==> src/rtl/bshc_pkg.sv <==
// ----------------------------------------------------------------------------
// bshc_pkg
// Shared types, codes and charge-curve tables for the battery classifier.
// ----------------------------------------------------------------------------
package bshc_pkg;

    localparam int MV_W     = 15;
    localparam int CHARGE_W = 10;
    localparam int HEALTH_W = 2;
    localparam int SEG_W    = 4;
    localparam int REL_W    = 11;
    localparam int OFF_W    = 8;
    localparam int ADDR_W   = 2;

    // register indexes on the configuration port
    localparam logic [ADDR_W-1:0] REG_DISCONNECT = 2'd0;
    localparam logic [ADDR_W-1:0] REG_CRITICAL   = 2'd1;
    localparam logic [ADDR_W-1:0] REG_WARNING    = 2'd2;

    // register reset values in mV
    localparam logic [MV_W-1:0] DISCONNECT_RST = 15'd5000;
    localparam logic [MV_W-1:0] CRITICAL_RST   = 15'd6800;
    localparam logic [MV_W-1:0] WARNING_RST    = 15'd7200;

    // health codes
    localparam logic [HEALTH_W-1:0] HEALTH_DISC = 2'd0;
    localparam logic [HEALTH_W-1:0] HEALTH_OK   = 2'd1;
    localparam logic [HEALTH_W-1:0] HEALTH_WARN = 2'd2;
    localparam logic [HEALTH_W-1:0] HEALTH_CRIT = 2'd3;

    // charge curve limits
    localparam logic [MV_W-1:0]     CURVE_LOW_MV  = 15'd6600;
    localparam logic [MV_W-1:0]     CURVE_HIGH_MV = 15'd8400;
    localparam logic [REL_W-1:0]    CURVE_STEP_MV = 11'd200;
    localparam int                  CURVE_SEGS    = 9;
    localparam logic [CHARGE_W-1:0] CHARGE_EMPTY  = 10'd0;
    localparam logic [CHARGE_W-1:0] CHARGE_FULL   = 10'd1000;

    typedef struct packed {
        logic [MV_W-1:0] disconnect_mv;
        logic [MV_W-1:0] critical_mv;
        logic [MV_W-1:0] warning_mv;
    } t_cfg;

    typedef struct packed {
        logic [MV_W-1:0]     voltage_echo_mv;
        logic [HEALTH_W-1:0] health;
        logic [CHARGE_W-1:0] charge_tenths;
        logic                connected;
    } t_result;

    // charge at the low end of each segment, tenths of a percent
    function automatic logic [CHARGE_W-1:0] seg_charge(input logic [SEG_W-1:0] seg);
        logic [CHARGE_W-1:0] c;
        unique case (seg)
            4'd0:    c = 10'd0;
            4'd1:    c = 10'd100;
            4'd2:    c = 10'd250;
            4'd3:    c = 10'd400;
            4'd4:    c = 10'd500;
            4'd5:    c = 10'd600;
            4'd6:    c = 10'd700;
            4'd7:    c = 10'd800;
            4'd8:    c = 10'd900;
            default: c = 10'd0;
        endcase
        return c;
    endfunction

    // segment rise over 200 mV written as num/4 per mV (100 -> 2, 150 -> 3)
    function automatic logic [1:0] seg_slope(input logic [SEG_W-1:0] seg);
        logic [1:0] s;
        unique case (seg)
            4'd1, 4'd2: s = 2'd3;
            default:    s = 2'd2;
        endcase
        return s;
    endfunction

    // start of each segment relative to the curve low end, in mV
    function automatic logic [REL_W-1:0] seg_base(input logic [SEG_W-1:0] seg);
        logic [REL_W-1:0] b;
        unique case (seg)
            4'd0:    b = 11'd0;
            4'd1:    b = 11'd200;
            4'd2:    b = 11'd400;
            4'd3:    b = 11'd600;
            4'd4:    b = 11'd800;
            4'd5:    b = 11'd1000;
            4'd6:    b = 11'd1200;
            4'd7:    b = 11'd1400;
            4'd8:    b = 11'd1600;
            default: b = 11'd0;
        endcase
        return b;
    endfunction

endpackage

==> src/rtl/bshc_cfg.sv <==
// ----------------------------------------------------------------------------
// bshc_cfg
// Threshold registers written through the plain configuration port.
// ----------------------------------------------------------------------------
module bshc_cfg (
    input  logic                        i_clk,
    input  logic                        i_rst_n,
    input  logic                        i_cfg_we,
    input  logic [bshc_pkg::ADDR_W-1:0] i_cfg_addr,
    input  logic [bshc_pkg::MV_W-1:0]   i_cfg_wdata,
    output bshc_pkg::t_cfg              o_cfg
);
    import bshc_pkg::*;

    t_cfg r_cfg;

    // register writes, unused index ignored
    always_ff @(posedge i_clk) begin
        if (!i_rst_n) begin
            r_cfg.disconnect_mv <= DISCONNECT_RST;
            r_cfg.critical_mv   <= CRITICAL_RST;
            r_cfg.warning_mv    <= WARNING_RST;
        end else if (i_cfg_we) begin
            unique case (i_cfg_addr)
                REG_DISCONNECT: r_cfg.disconnect_mv <= i_cfg_wdata;
                REG_CRITICAL:   r_cfg.critical_mv   <= i_cfg_wdata;
                REG_WARNING:    r_cfg.warning_mv    <= i_cfg_wdata;
                default: ;
            endcase
        end
    end

    assign o_cfg = r_cfg;

endmodule

==> src/rtl/bshc_calc.sv <==
// ----------------------------------------------------------------------------
// bshc_calc
// Combinational charge interpolation and health classification of one sample.
// ----------------------------------------------------------------------------
module bshc_calc (
    input  logic [bshc_pkg::MV_W-1:0] i_mv,
    input  bshc_pkg::t_cfg            i_cfg,
    output bshc_pkg::t_result         o_res
);
    import bshc_pkg::*;

    logic [MV_W-1:0]     rel_full;
    logic [REL_W-1:0]    rel;
    logic [SEG_W-1:0]    seg;
    logic [OFF_W-1:0]    off;
    logic [OFF_W+1:0]    scaled;
    logic [CHARGE_W-1:0] charge;
    logic                connected;

    // offset into the curve, only used strictly inside it
    assign rel_full = i_mv - CURVE_LOW_MV;
    assign rel      = rel_full[REL_W-1:0];

    // segment select by compares against the breakpoints
    always_comb begin
        seg = '0;
        for (int k = 1; k < CURVE_SEGS; k++) begin
            if (rel >= REL_W'(k) * CURVE_STEP_MV) begin
                seg = SEG_W'(k);
            end
        end
    end

    // interpolation, the slope is an exact quarter fraction so floor is a shift
    always_comb begin
        off    = OFF_W'(rel - seg_base(seg));
        scaled = (OFF_W+2)'(off) * (OFF_W+2)'(seg_slope(seg));
        priority if (i_mv <= CURVE_LOW_MV) begin
            charge = CHARGE_EMPTY;
        end else if (i_mv >= CURVE_HIGH_MV) begin
            charge = CHARGE_FULL;
        end else begin
            charge = seg_charge(seg) + CHARGE_W'(scaled >> 2);
        end
    end

    // connection and health class
    assign connected = (i_mv >= i_cfg.disconnect_mv);

    always_comb begin
        o_res.voltage_echo_mv = i_mv;
        o_res.connected       = connected;
        o_res.charge_tenths   = connected ? charge : CHARGE_EMPTY;
        priority if (!connected) begin
            o_res.health = HEALTH_DISC;
        end else if (i_mv <= i_cfg.critical_mv) begin
            o_res.health = HEALTH_CRIT;
        end else if (i_mv <= i_cfg.warning_mv) begin
            o_res.health = HEALTH_WARN;
        end else begin
            o_res.health = HEALTH_OK;
        end
    end

endmodule

==> src/rtl/battery_soc_and_health_classifier.sv <==
// ----------------------------------------------------------------------------
// battery_soc_and_health_classifier
// Pack voltage to state of charge and health class, one sample per cycle while m_axis is ready.
// ----------------------------------------------------------------------------
//  channel   | direction | payload
//  s_axis    | in        | tdata[14:0] pack_mv
//  m_axis    | out       | tdata[0] connected, [10:1] charge_tenths,
//            |           |   [12:11] health, [27:13] voltage_echo_mv
//  cfg       | in        | index 0 disconnect_mv, 1 critical_mv, 2 warning_mv
//
//  One sample per cycle sustained while m_axis is ready; the input register
//  loads at the transfer and the result register loads from it, so a result
//  is offered on m_axis from the result register.
//  Synchronous active-low reset empties both stages and restores thresholds.
//  A stall on m_axis holds the result register; the input stage keeps
//  accepting until both stages are full.
// ----------------------------------------------------------------------------
module battery_soc_and_health_classifier (
    input  logic        i_clk,
    input  logic        i_rst_n,
    input  logic        i_s_axis_tvalid,
    output logic        o_s_axis_tready,
    input  logic [15:0] i_s_axis_tdata,   // [14:0] pack_mv, [15] zero
    output logic        o_m_axis_tvalid,
    input  logic        i_m_axis_tready,
    output logic [31:0] o_m_axis_tdata,   // [0] connected, [10:1] charge_tenths,
                                          // [12:11] health, [27:13] voltage_echo_mv
    input  logic        i_cfg_we,
    input  logic [1:0]  i_cfg_addr,
    input  logic [14:0] i_cfg_wdata
);
    import bshc_pkg::*;

    t_cfg            cfg;
    t_result         res;
    logic            out_advance;
    logic            in_advance;
    logic            r_in_valid;
    logic [MV_W-1:0] r_in_mv;
    logic            r_out_valid;
    t_result         r_out;

    bshc_cfg u_cfg (
        .i_clk       (i_clk),
        .i_rst_n     (i_rst_n),
        .i_cfg_we    (i_cfg_we),
        .i_cfg_addr  (i_cfg_addr),
        .i_cfg_wdata (i_cfg_wdata),
        .o_cfg       (cfg)
    );

    // stage flow control
    assign out_advance     = !r_out_valid || i_m_axis_tready;
    assign in_advance      = !r_in_valid || out_advance;
    assign o_s_axis_tready = in_advance;

    // input register
    always_ff @(posedge i_clk) begin
        if (!i_rst_n) begin
            r_in_valid <= 1'b0;
        end else if (in_advance) begin
            r_in_valid <= i_s_axis_tvalid;
        end
    end

    always_ff @(posedge i_clk) begin
        if (in_advance && i_s_axis_tvalid) begin
            r_in_mv <= i_s_axis_tdata[MV_W-1:0];
        end
    end

    bshc_calc u_calc (
        .i_mv  (r_in_mv),
        .i_cfg (cfg),
        .o_res (res)
    );

    // result register
    always_ff @(posedge i_clk) begin
        if (!i_rst_n) begin
            r_out_valid <= 1'b0;
        end else if (out_advance) begin
            r_out_valid <= r_in_valid;
        end
    end

    always_ff @(posedge i_clk) begin
        if (out_advance && r_in_valid) begin
            r_out <= res;
        end
    end

    assign o_m_axis_tvalid = r_out_valid;
    assign o_m_axis_tdata  = {4'd0, r_out};

endmodule

==> config.mk <==
export PLATFORM = sky130hd
export DESIGN_NAME = battery_soc_and_health_classifier
export DESIGN_NICKNAME = d
export VERILOG_FILES = /design/src/rtl/bshc_pkg.sv /design/src/rtl/bshc_cfg.sv /design/src/rtl/bshc_calc.sv /design/src/rtl/battery_soc_and_health_classifier.sv
export SDC_FILE = /design/constraint.sdc
export NUM_CORES = 1
export LEC_CHECK = 0
export BUFFER_PORTS_ARGS = -buffer_cell sky130_fd_sc_hd__buf_2
export CAP_MARGIN = 20
export CORE_AREA = 2 2 116 118
export DETAILED_ROUTE_END_ITERATION = 10
export DIE_AREA = 0 0 118 120
export HOLD_SLACK_MARGIN = 0.06
export PLACE_DENSITY = 0.75
export RECOVER_POWER = 50
export SYNTH_ARGS = -nofsm -noshare
export SYNTH_HDL_FRONTEND = slang
export SYNTH_SLANG_ARGS = --single-unit
==> constraint.sdc <==
create_clock -name i_clk -period 15.3 [get_ports i_clk]
set_input_delay 4.59 -clock i_clk [delete_from_list [all_inputs] [get_ports i_clk]]
set_output_delay 4.59 -clock i_clk [all_outputs]
set_load 0.02 [all_outputs]
# --- Word-level counts from Yosys, hierarchy flattened ---
# Memories as Yosys holds them, arrays and structs flattened.
# Cells that the tools add are included.
word_totals:
  n_memories: 2
  input_bits: 38
  output_inout_bits: 34
  elab_cells: 62
  mem_bits_ro: 272
  regBits: 90
memory_table:
  columns: ["memory", "words", "word_bits", "rd", "rd_clocked_by_memory_dff", "write_ports", "line_no", "source"]
  rows:
  - ["(name not given)", 16, 9, 1, 0, 0, "bshc_pkg.sv:55", "unique case (seg)"]
  - ["(name not given)", 16, 8, 1, 0, 0, "bshc_pkg.sv:83", "unique case (seg)"]
op_classes:
  n_reduce_logical: 13
  mul: 1
  addsub: 3
  mux: 14
  n_lt_le_gt_ge: 13
  eq_ne: 4
  bitwise_logic: 1
ops:
  columns: ["cell", "count"]
  rows:
  - ["$ge 11x10->1 const B", 3]
  - ["$ge 11x11->1 const B", 3]
  - ["$le 15x15->1", 2]
  - ["$mux 10", 3]
  - ["$mux 4", 7]
  - ["$ge 15x14->1 const B", 1]
  - ["$ge 15x15->1", 1]
  - ["$le 15x13->1 const B", 1]
  - ["$ge 11x8->1 const B", 1]
  - ["$ge 11x9->1 const B", 1]
  - ["$sub 11x9->11 const B", 1]
  - ["$add 10x8->10", 1]
  - ["$mul 8x2->10", 1]
  - ["$sub 8x8->8", 1]
  - ["$reduce_and 2->1", 3]
  - ["$eq 4x1->1 const B", 1]
  - ["$eq 4x2->1 const B", 1]
  - ["$mux 2", 2]
  - ["$reduce_or 2->1", 2]
  - ["$reduce_or 3->1", 1]
  - ["$eq 2x1->1 const B", 1]
  - ["$eq 2x2->1 const B", 1]
  - ["$logic_and 1x1->1", 2]
  - ["$logic_not 1->1", 2]
  - ["other kinds (4)", 6]

# --- Longest topological paths before layout ---
depth:
  word_depth: 16
  ltp_mapped: 28
  depth_no_buf: 28

# --- Cells and area by module ---
# A second synthesis with hierarchy kept.
unflattened:
  hier_cells: 643
  area_unflattened_um2: 6236.0
by_module_without_submodules:
  columns: ["mod", "n_inst", "seq_area_each_um2", "area_per_inst_um2", "cells_per_inst"]
  rows:
  - ["bshc_calc", 1, 0.0, 2975.4, 406]
  - ["bshc_cfg", 1, 900.9, 1831.8, 180]
  - ["battery_soc_and_health_classifier", 1, 1331.3, 1428.9, 57]

# --- Worst setup path before layout ---
# No wires, ideal clock.
synth_path:
  kind: "input to output"
  from: "in i_m_axis_tready"
  to: "out o_s_axis_tready"
  path_slack_ps: 5749
  arrival_time_ps: 4961
  cell_stages: 2
  n_path_buf: 0
  path_cell_list: "nor2b_1 > nand2_1"
synth_between:
  elab_chain_len: 2
synth_rtl:
  columns: ["element", "line_no", "source"]
  rows:
  - ["start: declaration", "battery_soc_and_health_classifier.sv:25", "input logic i_m_axis_tready,"]
  - ["$logic_or 1x1->1", "battery_soc_and_health_classifier.sv:53", "assign out_advance = !r_out_valid || i_m_axis_tready;"]
  - ["$logic_or 1x1->1", "battery_soc_and_health_classifier.sv:54", "assign in_advance = !r_in_valid || out_advance;"]
  - ["end: declaration", "battery_soc_and_health_classifier.sv:22", "output logic o_s_axis_tready,"]
# Every way passes these cells.

# --- Worst setup path after layout ---
# Ends and elaborated chain as after synthesis.

==> impl_metrics.env <==
export IMPL_core_rowCount=42
export IMPL_start_util_pct=43.85
export IMPL_cts_clk_slew_worst_paths_ns=0.06
export IMPL_r2r_slack_ns=8.37
export IMPL_first_global_vias=4507
export IMPL_crit_path_end_kind="primary output"
export IMPL_critPathArrivalTime_ns=5.25
export IMPL_cts_tree="done"
export IMPL_dp_cells=823
export IMPL_ys_top_cells_by_count="nand2_1, ha_1, inv_1"
export IMPL_fillers=1149
export IMPL_worstPathMaxFanout=4
export IMPL_io_buffers=66
export IMPL_timing_rr_end="o_m_axis_tdata[10]"
export IMPL_hold_end="u_cfg.o_cfg[9]"
export IMPL_drtIter0Drc=312
export IMPL_grt_pass1_wl_mm=21.72
export IMPL_fin_crit_ns=9.839
export IMPL_grt_usage_pct=19.41
export IMPL_fin_nets=772
export IMPL_drc=0
export IMPL_hold_depth=2
export IMPL_antenna_found_initial=0
export IMPL_ys_warn_count=0
export IMPL_path_class="in -> out"
export IMPL_final_instance_count_excl_fill=840
export IMPL_timing_fmax_ghz=0.1016
export IMPL_grt_setup_unrepaired="no"
export IMPL_p_leak_uw=0.002760
export IMPL_synth_area_um2=5692
export IMPL_hpwl_mm=9.827
export IMPL_yosys_area_top_type="edfxtp_1"
export IMPL_pre_cts_ws_ns=5.436
export IMPL_drive_gt1_share_pct=14.91
export IMPL_synthFlopType="dfxtp_1"
export IMPL_async_flop_share_pct=0
export IMPL_io_pin_count=72
export IMPL_cp_start_kind="primary input"
export IMPL_worstMarginPinSlew_ns=1.759
export IMPL_syn_area_per_cell_um2=9.518
export IMPL_die_height_um=120
export IMPL_finalMaxSlewViolations=77
export IMPL_cts_max_level=3
export IMPL_reg2reg_from="r_in_mv[3]"
export IMPL_yosysSeqAreaShare_pct=39.22
export IMPL_required_ns=10.71
export IMPL_gp_congestion=0.8727
export IMPL_pwr_density_cell_nw_per_um2=117.6
export IMPL_synth_edf_count=43
export IMPL_period_share_pct=64.31
export IMPL_synthToLayoutAreaGrowth_pct=13.59
export IMPL_slew_limit_headroom_pct=-17.27
export IMPL_grt_max_degree=48
export IMPL_yosysMostFrequentCell="nand2_1"
export IMPL_ys_seq_elements=90
export IMPL_status="complete, but fails checks"
export IMPL_clock_root_buffer="clkbuf_16"
export IMPL_antenna_left=0
export IMPL_hp_start="u_cfg.o_cfg[9]"
export IMPL_cts_buffer_depth=2
export IMPL_setup_tns_ns=0
export IMPL_fp_dieW_um=118
export IMPL_failed_checks="max-capacitance violations, max-slew violations"
export IMPL_synthCells=598
export IMPL_cts_resized=0
export IMPL_yosysUniqueCellTypes=59
export IMPL_clock_sinks=90
export IMPL_hold_viol_final=0
export IMPL_finalSetupViolations=0
export IMPL_grt_overflow=0
export IMPL_max_cap_violations=2
export IMPL_clock_latency_ns=0.35
export IMPL_numCtsBuffers=9
export IMPL_r2r_cells=26
export IMPL_finalWorstSetupSlack_ns=5.461
export IMPL_fin_worst_skew_ns=0.008173
export IMPL_viasPerCell=5.395
export IMPL_synth_top_area_share_pct=22.69
export IMPL_core_area_um2=12980
export IMPL_wl_per_cell_um=15.60
export IMPL_min_path_type="reg -> reg"
export IMPL_vias=4532
export IMPL_synthTopCellsByArea="edfxtp_1, dfxtp_1, ha_1, nand2_1, a21boi_0"
export IMPL_cts_hold_buf=0
export IMPL_antenna_cells=0
export IMPL_drtPass1Iterations=5
export IMPL_die_area_um2=14160
export IMPL_ir_drop_mv=0.08325
export IMPL_wl_mm=13.10
export IMPL_postCtsSetupRepairBufs=0
==> final cells by class <==
type                    instances  area [µm²]  share of cell area (%)
multi-input cells             429        3143                   48.62
clock buffers                  13       281.5                   4.355
clock inverters                 3       20.02                  0.3097
inverters                      60       225.2                   3.484
well taps                     176       220.2                   3.406
repair buffers                 69       342.8                   5.303
flip-flops and latches         90        2232                   34.53
==> cells in the final DEF, fill, tap and decap left out, drive strengths merged, types with 2 or more instances in the layout <==
master | synthesis | routed
nor2b | 14 | 14
or2 | 2 | 2
o21a | 11 | 11
nor4 | 2 | 2
nand2 | 87 | 87
conb | 1 | 4
xor2 | 11 | 11
nor3b | 5 | 5
edfxtp | 43 | 43
and2 | 2 | 2
inv | 60 | 61
o311ai | 2 | 2
nand4 | 12 | 12
o31ai | 3 | 3
ha | 72 | 72
a21o | 20 | 20
clkbuf | 15 | 17
nand3b | 2 | 2
a211oi | 3 | 3
fa | 3 | 3
a31oi | 6 | 6
nand2b | 3 | 3
dfxtp | 47 | 47
a21oi | 30 | 30
nor2 | 17 | 17
o211ai | 17 | 17
and3b | 2 | 2
buf | 7 | 65
nor3 | 11 | 11
o21ai | 15 | 15
nand3 | 4 | 4
a21boi | 31 | 31
o21bai | 7 | 7
or4 | 2 | 2
clkinv | 0 | 2
xnor2 | 14 | 14
and3 | 2 | 2
==> worst max path at each step <==
stage                    startpoint  slack [ns]              end
global route        i_m_axis_tready        5.39  o_s_axis_tready
detailed placement  i_m_axis_tready        5.44  o_s_axis_tready
global placement    i_m_axis_tready        5.53  o_s_axis_tready
finish              i_m_axis_tready        5.46  o_s_axis_tready
floorplan           i_m_axis_tready        5.75  o_s_axis_tready
CTS                 i_m_axis_tready        5.44  o_s_axis_tready
==> registers in the layout (all words and copies together) (netlist names) <==
register	cells
o_m_axis_tdata	28
o_m_axis_tvalid	1
r_in_mv	15
r_in_valid	1
u_cfg.o_cfg	45
==> cell families (layout without fill, tap and decap cells) <==
| kind of cell | after synthesis | after routing | share of synthesized area, % |
|---|---|---|---|
| adders and majority gates | 76 | 76 | 17.08 |
| xor gates and xnor gates | 25 | 25 | 4.375 |
| DFF | 90 | 90 | 39.22 |
| buffers and inverters | 82 | 145 | 5.891 |
| and+or+nand+nor | 171 | 171 | 14.46 |
| other | 1 | 4 | 0.06589 |
| muxes | 1 | 1 | 0.1759 |
| AOI/OAI and AO/OA | 152 | 152 | 18.73 |
==> stage by stage <==
step                instance area (µm²)  power, µW  hold WS, ns  util, %
finish                             6465      760.2       0.4731    49.81
CTS                                6467      762.8       0.4721    49.83
detailed placement                 6166      542.3       0.4631    47.50
floorplan                          5703      488.8       0.4435        -
global route                       6465      810.1       0.4883    49.81
global placement                   6166      530.6       0.4569    47.50
==> report_power, final <==
| part | internal [µW] | total [µW] | switching [µW] |
|---|---|---|---|
| clock network | 129 | 219 | 90.3 |
| logic | 117 | 262 | 145 |
| registers | 268 | 279 | 10.7 |
==> layer usage <==
metal / GRT usage [%] / routed length (µm)
met1: 24.32 / 5846
met3: 4.135 / 783
met5: 0 / 0
met4: 7.003 / 310
met2: 33.07 / 6160
==> worst max-delay path, cell delays in order <==
cell	delay, ns
buf_2	0.10
nor2b_1	0.27
nand2_1	0.12
buf_2	0.17
Power figures use the tool's default switching activity.
